## src/sv/bmprgba_pkg.sv

```systemverilog
package bmprgba_pkg;

  // Byte counter width (saturating)
  localparam int POS_W      = 36;
  localparam int LINE_W     = 18;
  localparam int DIM_W      = 16;
  localparam int CODE_W     = 3;

  // Result channel packing
  localparam int OUT_DATA_W = 104;
  localparam int OBUF_DEPTH = 4;

  // Fixed header layout
  localparam int HDR_BYTES  = 54;
  localparam int POS_SIG0   = 0;
  localparam int POS_SIG1   = 1;
  localparam int POS_OFS_LO = 10;
  localparam int POS_OFS_HI = 11;
  localparam int POS_WID_LO = 18;
  localparam int POS_WID_HI = 19;
  localparam int POS_HGT_LO = 22;
  localparam int POS_HGT_HI = 23;
  localparam int POS_DEPTH  = 28;

  localparam logic [7:0] SIG_B      = 8'h42;
  localparam logic [7:0] SIG_M      = 8'h4D;
  localparam logic [7:0] DEPTH_24   = 8'd24;
  localparam logic [7:0] DEPTH_32   = 8'd32;
  localparam logic [7:0] ALPHA_FULL = 8'd255;

  typedef enum logic [CODE_W-1:0] {
    ST_OK         = 3'd0,
    ST_SHORT_HDR  = 3'd1,
    ST_NO_SIG     = 3'd2,
    ST_BAD_DEPTH  = 3'd3,
    ST_DATA_SHORT = 3'd4,
    ST_OFS_IN_HDR = 3'd5
  } status_t;

  // One result item
  typedef struct packed {
    logic             is_status;
    logic [7:0]       red;
    logic [7:0]       green;
    logic [7:0]       blue;
    logic [7:0]       alpha;
    logic [DIM_W-1:0] pixel_column;
    logic [DIM_W-1:0] pixel_row;
    status_t          status_code;
    logic [DIM_W-1:0] image_width;
    logic [DIM_W-1:0] image_height;
  } result_t;

  // Results produced by one accepted byte
  typedef struct packed {
    logic    pix_vld;
    logic    sts_vld;
    result_t pix;
    result_t sts;
  } push_t;

endpackage

```

## src/sv/bmprgba_parse.sv

```systemverilog
module bmprgba_parse (
  input  logic                 clk,
  input  logic                 rst_n,
  input  logic                 byte_vld,
  input  logic [7:0]           file_byte,
  input  logic                 end_of_file,
  output bmprgba_pkg::push_t   push
);

  localparam int POS_W  = bmprgba_pkg::POS_W;
  localparam int LINE_W = bmprgba_pkg::LINE_W;
  localparam int DIM_W  = bmprgba_pkg::DIM_W;

  logic [POS_W-1:0]    pos_r, pos_nxt;
  logic [DIM_W-1:0]    ofs_r, ofs_nxt;
  logic [DIM_W-1:0]    wid_r, wid_nxt;
  logic [DIM_W-1:0]    hgt_r, hgt_nxt;
  logic                four_r, four_nxt;
  logic [LINE_W-1:0]   lbc_r, lbc_nxt;
  logic [DIM_W-1:0]    col_r, col_nxt;
  logic [DIM_W-1:0]    frow_r, frow_nxt;
  logic [1:0]          chan_r, chan_nxt;
  logic [23:0]         asm_r, asm_nxt;
  bmprgba_pkg::status_t err_r, err_nxt;

  logic [LINE_W-1:0]   pix_bytes;
  logic [LINE_W-1:0]   scan;
  logic [LINE_W-1:0]   lbc_inc;
  logic [POS_W-1:0]    pos_inc;
  logic [1:0]          chan_last;
  logic                active;
  logic                row_end;
  logic                data_short;
  bmprgba_pkg::status_t err_hdr;
  bmprgba_pkg::status_t code;

  // Scanline geometry from header values
  always_comb begin
    pix_bytes = four_r ? {wid_r, 2'b00} : ({2'b00, wid_r} + {1'b0, wid_r, 1'b0});
    scan      = (pix_bytes + LINE_W'(3)) & ~LINE_W'(3);
    chan_last = four_r ? 2'd3 : 2'd2;
    lbc_inc   = lbc_r + LINE_W'(1);
    pos_inc   = (pos_r != '1) ? pos_r + POS_W'(1) : pos_r;
    active    = (err_r == bmprgba_pkg::ST_OK)
             && (pos_r >= POS_W'(bmprgba_pkg::HDR_BYTES))
             && (ofs_r >= DIM_W'(bmprgba_pkg::HDR_BYTES))
             && (pos_r >= {{(POS_W-DIM_W){1'b0}}, ofs_r})
             && (frow_r < hgt_r)
             && (scan != '0);
    row_end   = active && (lbc_inc >= scan);
  end

  // Signature and depth checks for this byte
  always_comb begin
    err_hdr = err_r;
    if (byte_vld && err_r == bmprgba_pkg::ST_OK) begin
      if (pos_r == POS_W'(bmprgba_pkg::POS_SIG0) && file_byte != bmprgba_pkg::SIG_B)
        err_hdr = bmprgba_pkg::ST_NO_SIG;
      if (pos_r == POS_W'(bmprgba_pkg::POS_SIG1) && file_byte != bmprgba_pkg::SIG_M)
        err_hdr = bmprgba_pkg::ST_NO_SIG;
      if (pos_r == POS_W'(bmprgba_pkg::POS_DEPTH) && file_byte != bmprgba_pkg::DEPTH_24 &&
          file_byte != bmprgba_pkg::DEPTH_32)
        err_hdr = bmprgba_pkg::ST_BAD_DEPTH;
    end
  end

  // Header capture, pixel assembly and status
  always_comb begin
    pos_nxt  = pos_r;
    ofs_nxt  = ofs_r;
    wid_nxt  = wid_r;
    hgt_nxt  = hgt_r;
    four_nxt = four_r;
    lbc_nxt  = lbc_r;
    col_nxt  = col_r;
    frow_nxt = frow_r;
    chan_nxt = chan_r;
    asm_nxt  = asm_r;
    err_nxt  = err_hdr;
    push     = '0;

    if (byte_vld) begin
      // header fields
      if (pos_r == POS_W'(bmprgba_pkg::POS_OFS_LO)) ofs_nxt[7:0]  = file_byte;
      if (pos_r == POS_W'(bmprgba_pkg::POS_OFS_HI)) ofs_nxt[15:8] = file_byte;
      if (pos_r == POS_W'(bmprgba_pkg::POS_WID_LO)) wid_nxt[7:0]  = file_byte;
      if (pos_r == POS_W'(bmprgba_pkg::POS_WID_HI)) wid_nxt[15:8] = file_byte;
      if (pos_r == POS_W'(bmprgba_pkg::POS_HGT_LO)) hgt_nxt[7:0]  = file_byte;
      if (pos_r == POS_W'(bmprgba_pkg::POS_HGT_HI)) hgt_nxt[15:8] = file_byte;
      if (pos_r == POS_W'(bmprgba_pkg::POS_DEPTH))
        four_nxt = (file_byte == bmprgba_pkg::DEPTH_32);

      // pixel data
      if (active) begin
        if (lbc_r < pix_bytes) begin
          if (chan_r == chan_last) begin
            push.pix_vld          = 1'b1;
            push.pix.red          = file_byte;
            push.pix.green        = four_r ? asm_r[23:16] : asm_r[15:8];
            push.pix.blue         = four_r ? asm_r[15:8]  : asm_r[7:0];
            push.pix.alpha        = four_r ? asm_r[7:0]   : bmprgba_pkg::ALPHA_FULL;
            push.pix.pixel_column = col_r;
            push.pix.pixel_row    = hgt_r - DIM_W'(1) - frow_r;
            chan_nxt = '0;
            asm_nxt  = '0;
            col_nxt  = col_r + DIM_W'(1);
          end else begin
            case (chan_r)
              2'd0:    asm_nxt[7:0]   = file_byte;
              2'd1:    asm_nxt[15:8]  = file_byte;
              default: asm_nxt[23:16] = file_byte;
            endcase
            chan_nxt = chan_r + 2'd1;
          end
        end
        lbc_nxt = lbc_inc;
        if (lbc_inc >= scan) begin
          lbc_nxt  = '0;
          col_nxt  = '0;
          chan_nxt = '0;
          asm_nxt  = '0;
          frow_nxt = frow_r + DIM_W'(1);
        end
      end

      // saturating byte count
      pos_nxt = pos_inc;

      // end of file: status, then back to reset
      if (end_of_file) begin
        push.sts_vld           = 1'b1;
        push.sts.is_status     = 1'b1;
        push.sts.status_code   = code;
        push.sts.image_width   = wid_nxt;
        push.sts.image_height  = hgt_nxt;
        pos_nxt  = '0;
        ofs_nxt  = '0;
        wid_nxt  = '0;
        hgt_nxt  = '0;
        four_nxt = 1'b0;
        lbc_nxt  = '0;
        col_nxt  = '0;
        frow_nxt = '0;
        chan_nxt = '0;
        asm_nxt  = '0;
        err_nxt  = bmprgba_pkg::ST_OK;
      end
    end
  end

  // Pixel data is complete once every row has been walked; with an empty
  // image the data only has to reach the pixel offset.
  always_comb begin
    if (wid_r == '0 || hgt_r == '0)
      data_short = pos_inc < {{(POS_W-DIM_W){1'b0}}, ofs_r};
    else
      data_short = (frow_r + DIM_W'(row_end)) < hgt_r;
  end

  // Status priority
  always_comb begin
    if (pos_inc < POS_W'(bmprgba_pkg::HDR_BYTES))
      code = bmprgba_pkg::ST_SHORT_HDR;
    else if (err_hdr != bmprgba_pkg::ST_OK)
      code = err_hdr;
    else if (ofs_r < DIM_W'(bmprgba_pkg::HDR_BYTES))
      code = bmprgba_pkg::ST_OFS_IN_HDR;
    else if (data_short)
      code = bmprgba_pkg::ST_DATA_SHORT;
    else
      code = bmprgba_pkg::ST_OK;
  end

  // State registers
  always_ff @(posedge clk) begin
    if (!rst_n) begin
      pos_r  <= '0;
      ofs_r  <= '0;
      wid_r  <= '0;
      hgt_r  <= '0;
      four_r <= 1'b0;
      lbc_r  <= '0;
      col_r  <= '0;
      frow_r <= '0;
      chan_r <= '0;
      asm_r  <= '0;
      err_r  <= bmprgba_pkg::ST_OK;
    end else begin
      pos_r  <= pos_nxt;
      ofs_r  <= ofs_nxt;
      wid_r  <= wid_nxt;
      hgt_r  <= hgt_nxt;
      four_r <= four_nxt;
      lbc_r  <= lbc_nxt;
      col_r  <= col_nxt;
      frow_r <= frow_nxt;
      chan_r <= chan_nxt;
      asm_r  <= asm_nxt;
      err_r  <= err_nxt;
    end
  end

endmodule

```

## src/sv/bmprgba_obuf.sv

```systemverilog
module bmprgba_obuf #(
  parameter int DEPTH = bmprgba_pkg::OBUF_DEPTH
) (
  input  logic                 clk,
  input  logic                 rst_n,
  input  bmprgba_pkg::push_t   push,
  output logic                 room,
  output logic                 rd_vld,
  input  logic                 rd_rdy,
  output bmprgba_pkg::result_t rd_data
);

  localparam int PTR_W = (DEPTH > 1) ? $clog2(DEPTH) : 1;
  localparam int CNT_W = $clog2(DEPTH + 1);

  bmprgba_pkg::result_t mem_r [DEPTH];
  logic [PTR_W-1:0] wr_ptr_r, wr_ptr_nxt;
  logic [PTR_W-1:0] rd_ptr_r, rd_ptr_nxt;
  logic [CNT_W-1:0] cnt_r, cnt_nxt;
  logic [PTR_W-1:0] wr_ptr_p1;
  logic             pop;
  logic [1:0]       n_push;

  function automatic logic [PTR_W-1:0] ptr_inc(input logic [PTR_W-1:0] p);
    return (p == PTR_W'(DEPTH - 1)) ? '0 : p + PTR_W'(1);
  endfunction

  // Two free entries needed: one byte can produce a pixel and a status
  assign room    = cnt_r <= CNT_W'(DEPTH - 2);
  assign rd_vld  = cnt_r != '0;
  assign rd_data = mem_r[rd_ptr_r];
  assign pop     = rd_vld && rd_rdy;

  // Pointer and count update
  always_comb begin
    wr_ptr_p1  = ptr_inc(wr_ptr_r);
    n_push     = {1'b0, push.pix_vld} + {1'b0, push.sts_vld};
    wr_ptr_nxt = wr_ptr_r;
    if (n_push == 2'd1) wr_ptr_nxt = wr_ptr_p1;
    else if (n_push == 2'd2) wr_ptr_nxt = ptr_inc(wr_ptr_p1);
    rd_ptr_nxt = pop ? ptr_inc(rd_ptr_r) : rd_ptr_r;
    cnt_nxt    = cnt_r + CNT_W'(n_push) - CNT_W'(pop);
  end

  always_ff @(posedge clk) begin
    if (!rst_n) begin
      wr_ptr_r <= '0;
      rd_ptr_r <= '0;
      cnt_r    <= '0;
    end else begin
      wr_ptr_r <= wr_ptr_nxt;
      rd_ptr_r <= rd_ptr_nxt;
      cnt_r    <= cnt_nxt;
    end
  end

  // Entry writes; pixel goes ahead of status
  always_ff @(posedge clk) begin
    if (push.pix_vld) begin
      mem_r[wr_ptr_r] <= push.pix;
      if (push.sts_vld) mem_r[wr_ptr_p1] <= push.sts;
    end else if (push.sts_vld) begin
      mem_r[wr_ptr_r] <= push.sts;
    end
  end

endmodule

```

## src/sv/bmp_to_rgba_stream_decoder.sv

```systemverilog
// Channel  Dir  Ports                             Contents
// in       in   in_tvalid/in_tready/in_tdata[7:0] one file byte; in_tlast = end of file
//                in_tlast
// out      out  out_tvalid/out_tready/out_tdata   pixel or status request;
//                out_tuser                        out_tuser = 1 on status
//
// With room, one file byte is taken per cycle and decoded in the cycle it is
// accepted and its results land in a small output queue the same edge.
// A byte may produce up to two results (last pixel plus status), so input is
// held off while fewer than two queue entries are free.
// Synchronous active-low reset clears all parser state and empties the queue.
// A stalled output stops input once fewer than two queue entries are free.
module bmp_to_rgba_stream_decoder #(
  parameter int OBUF_DEPTH = bmprgba_pkg::OBUF_DEPTH
) (
  input  logic                                clk,
  input  logic                                rst_n,
  input  logic                                in_tvalid,
  output logic                                in_tready,
  input  logic [7:0]                          in_tdata,   // [7:0] file_byte
  input  logic                                in_tlast,   // end_of_file
  output logic                                out_tvalid,
  input  logic                                out_tready,
  // [7:0] red, [15:8] green, [23:16] blue, [31:24] alpha, [47:32] pixel_column,
  // [63:48] pixel_row, [66:64] status_code, [82:67] image_width,
  // [98:83] image_height, upper bits zero
  output logic [bmprgba_pkg::OUT_DATA_W-1:0]  out_tdata,
  output logic                                out_tuser   // is_status
);

  bmprgba_pkg::push_t   push;
  bmprgba_pkg::result_t res;
  logic                 room;

  assign in_tready = room;

  bmprgba_parse u_parse (
    .clk         (clk),
    .rst_n       (rst_n),
    .byte_vld    (in_tvalid && room),
    .file_byte   (in_tdata),
    .end_of_file (in_tlast),
    .push        (push)
  );

  bmprgba_obuf #(
    .DEPTH (OBUF_DEPTH)
  ) u_obuf (
    .clk     (clk),
    .rst_n   (rst_n),
    .push    (push),
    .room    (room),
    .rd_vld  (out_tvalid),
    .rd_rdy  (out_tready),
    .rd_data (res)
  );

  // Result packing, first field lowest
  assign out_tuser = res.is_status;
  assign out_tdata = {5'b0, res.image_height, res.image_width, res.status_code,
                      res.pixel_row, res.pixel_column, res.alpha, res.blue,
                      res.green, res.red};

endmodule
```

## config.mk

```make
export PLATFORM = sky130hd
export DESIGN_NAME = bmp_to_rgba_stream_decoder
export DESIGN_NICKNAME = d
export VERILOG_FILES = /design/src/sv/bmprgba_pkg.sv /design/src/sv/bmprgba_parse.sv /design/src/sv/bmprgba_obuf.sv /design/src/sv/bmp_to_rgba_stream_decoder.sv
export SDC_FILE = /design/constraint.sdc
export NUM_CORES = 1
export LEC_CHECK = 0
export BUFFER_PORTS_ARGS = -buffer_cell sky130_fd_sc_hd__buf_2
export CAP_MARGIN = 20
export CORE_UTILIZATION = 48
export DETAILED_ROUTE_END_ITERATION = 12
export HOLD_SLACK_MARGIN = 0.06
export RECOVER_POWER = 100
export SLEW_MARGIN = 20
export SYNTH_ARGS = -nofsm -noshare
export SYNTH_HDL_FRONTEND = slang
export SYNTH_SLANG_ARGS = --single-unit
```

## constraint.sdc

```tcl
create_clock -name clk -period 12.9 [get_ports clk]
set_input_delay 0.645 -clock clk [delete_from_list [all_inputs] [get_ports clk]]
set_output_delay 0.645 -clock clk [all_outputs]
set_load 0.005 [all_outputs]
```

==> impl_metrics.ini <==
[run_status]
status = complete, but fails checks
failed_checks = max-capacitance violations, max-slew violations

[run]
maxCapViolations = 18

[floorplan]
die_height_microns = 250
start_util = 0.487
coreArea_sq_mm = 0.0605
row_count = 90
die_w_microns = 250
dieArea_sq_mm = 0.0624
boundaryPins = 120

[routing]
num_vias = 23594
wl_met1_mm = 37.0
antenna_left = 0
drt-total-wl_mm = 85.0
avgViaCountPerCell = 5.95
wl_per_cell_microns = 21.4
drc = 0
initialDrtViolationCount = 1868
met3_wirelength_mm = 4.88
dr.pass1.iters = 5
topRoutingLayerUsed = met4
wl_met2_mm = 40.9

[place]
dp_hpwl_mm = 56.7
numPortBuffers = 114
gp_congestion = 0.894
place_ws_ns = 5.03

[global_route]
antenna_found_initial = 0
grt_use_total = 0.268
grt_first_pass_wirelength_mm = 132
grt_pass1_vias = 22907
grt_max_degree = 71
overflow = 0

[worst_setup_path]
path_max_fanout = 43
cp-end-kind = register
worstPathArrival_ns = 9.60
criticalPathCategory = register to register
crit_path_start_kind = register
cp.required_ns = 13.35

[cells_and_area]
nNetsFinal = 3308
drive_above_1_share = 0.0990
antenna-diode-count = 0
final.fill_count = 5487
syn_to_final_growth_pct = 9.88

[synthesis]
synthArstFlopShare = 0
synth_top_area_frac = 0.291
syn-mean-instance-area_sq_um = 9.46
synth_edf_count = 144
synthTopCellsByArea = dfxtp_1 (29%), edfxtp_1 (15%), mux4_2 (7.6%)
ys.flop_type = dfxtp_1
seq_area_frac_synth = 0.438
synth.distinct_cells = 91
synth_warnings = 0
syn_area_sq_mm = 0.0295
ys_ff_latch = 573
yosys.cell_count.top_type = dfxtp_1
synth_common_cells = dfxtp_1 (429), nand2_1 (396), o21ai_0 (329)
syn_inst = 3115
yosys.area.top_type = dfxtp_1

[clocking]
numCtsBuffers = 61
htreeDepth = 2
clk_pin_slew_ns = 0.06
cts_sinks = 573
post_cts_buffers = 0
holdBufCountCts = 0
post_cts_resized = 0
cts.path.max_buffers = 3
insertion_delay_ns = 0.66
cts_root_buf = clkbuf_16
cts_tree = done

[timing]
setup_viol_count_final = 0
worst_pin_slew_ns = 3.79
fmax_mhz = 109
period_share = 0.709
slew_headroom = -1.53
fin_ws_ns = 3.75
rsz0062_at_grt = no
post-route-min-period_ns = 9.15
tns_ns = 0
fin_skew_ns = 0.0319
drv_slew = 723
finalHoldViolCount = 0

[power_and_ir_drop]
power_density_mw_per_mm2 = 129
vdd_drop_max_mv = 0.116
p_total_mw = 4.18
leakage_nw = 12.1

[min_path]
hold_path.class = primary input to register
==> cell usage in the layout (no fill, tap or decap), types with 15 or more instances in the layout <==
master / instances
xnor2_1: 73
nand4_1: 40
edfxtp_1: 144
nand3_1: 63
o31ai_1: 18
nand2b_1: 41
nor3_1: 45
clkbuf_1: 60
mux2i_1: 80
a21o_1: 32
a22oi_1: 60
nor2b_1: 22
inv_1: 116
clkbuf_16: 63
or3_1: 18
o21ai_0: 338
mux4_2: 100
a31oi_1: 18
nor4_1: 23
buf_2: 75
a211oi_1: 15
ha_1: 161
xor2_1: 18
nand2_1: 396
a21oi_1: 123
a22o_1: 29
dfxtp_1: 428
nor2_1: 309
and3_1: 42
==> worst max-delay path, cell delays in order (launching register included) <==
cell,delay [ns]
dfxtp_1,0.47
ha_1,0.24
inv_1,0.06
fa_1,0.43
xor2_1,0.20
a2111oi_0,1.04
nand2_2,0.15
or3b_1,0.50
or3_1,0.45
nor4_1,0.71
a31oi_1,0.29
o21ba_1,0.48
nand2_1,0.25
ha_1,0.17
clkbuf_1,1.22
nor2b_1,0.61
nand2_1,0.11
nand2_1,0.08
nand2_1,1.02
nor2_1,0.42
==> cells by family after synthesis <==
kind of cell             after synthesis  synth area share
multiplexers                         181             0.104
adder cells (fa/ha/maj)              164            0.0704
AO/OA/AOI/OAI                        729             0.152
flip-flops                           573             0.438
AND/OR/NAND/NOR                     1070             0.167
buffers and inverters                306            0.0411
XOR/XNOR                              91            0.0270
other                                  1          0.000127
==> path summary, 6_finish.rpt <==
check                                         from                          endpoint  slack (ns)  depth (start not counted)
setup / recovery     u_parse.wid_r[0]$_SDFFE_PN0P_      u_obuf.mem_r[2][0]$_DFFE_PP_        3.75                         19
hold / removal                          out_tready   u_obuf.rd_ptr_r[1]$_SDFFE_PN0P_        0.43                          4
setup reg to reg     u_parse.wid_r[0]$_SDFFE_PN0P_      u_obuf.mem_r[2][0]$_DFFE_PP_        3.75                         19
hold reg to reg   u_obuf.mem_r[3][54]$_SDFFE_PP0P_  u_obuf.mem_r[3][54]$_SDFFE_PP0P_        0.44                          2
==> through the flow <==
| step | instance area (sq um) | std cells | hold slack (ns) | util |
|---|---|---|---|---|
| floorplan | 29500 | 3119 | 0.420 | - |
| global placement | 30500 | 3850 | 0.428 | 0.504 |
| detailed placement | 30500 | 3850 | 0.437 | 0.504 |
| CTS | 32600 | 3964 | 0.411 | 0.540 |
| global route | 32400 | 3964 | 0.422 | 0.535 |
| finish | 32400 | 3964 | 0.430 | 0.535 |
==> flip-flops by register name, indices dropped and copies added, names as in the netlist, named ones only <==
signal,flops
u_parse.lbc_r,18
u_obuf.mem_r,400
u_parse.chan_r,2
u_parse.col_r,16
u_obuf.wr_ptr_r,2
u_parse.err_r,3
u_parse.hgt_r,16
u_parse.wid_r,16
u_parse.frow_r,16
u_parse.asm_r,24
u_parse.pos_r,36
u_parse.ofs_r,16
u_obuf.cnt_r,3
u_parse.four_r,1
u_obuf.rd_ptr_r,2
==> final cells by class <==
type | instances | area (sq um) | share of cell area
clock inverters | 33 | 403 | 0.0124
clock buffers | 81 | 1720 | 0.0533
flip-flops and latches | 573 | 12900 | 0.399
inverters | 117 | 440 | 0.0136
well taps | 782 | 978 | 0.0302
multi-input cells | 2240 | 15300 | 0.471
repair buffers | 138 | 657 | 0.0203
==> metal layers <==
metal	GRT usage	vias to the layer above
met5	0	-
met4	0.0751	0
met3	0.0395	135
met2	0.456	733
met1	0.354	11527
li1	-	11199
==> power by group <==
group	switching, mW	internal, mW
clock network	0.749	1.10
logic	0.273	0.173
registers	0.0291	1.86
total	1.05	3.13
(Power assumes the default switching activity.)
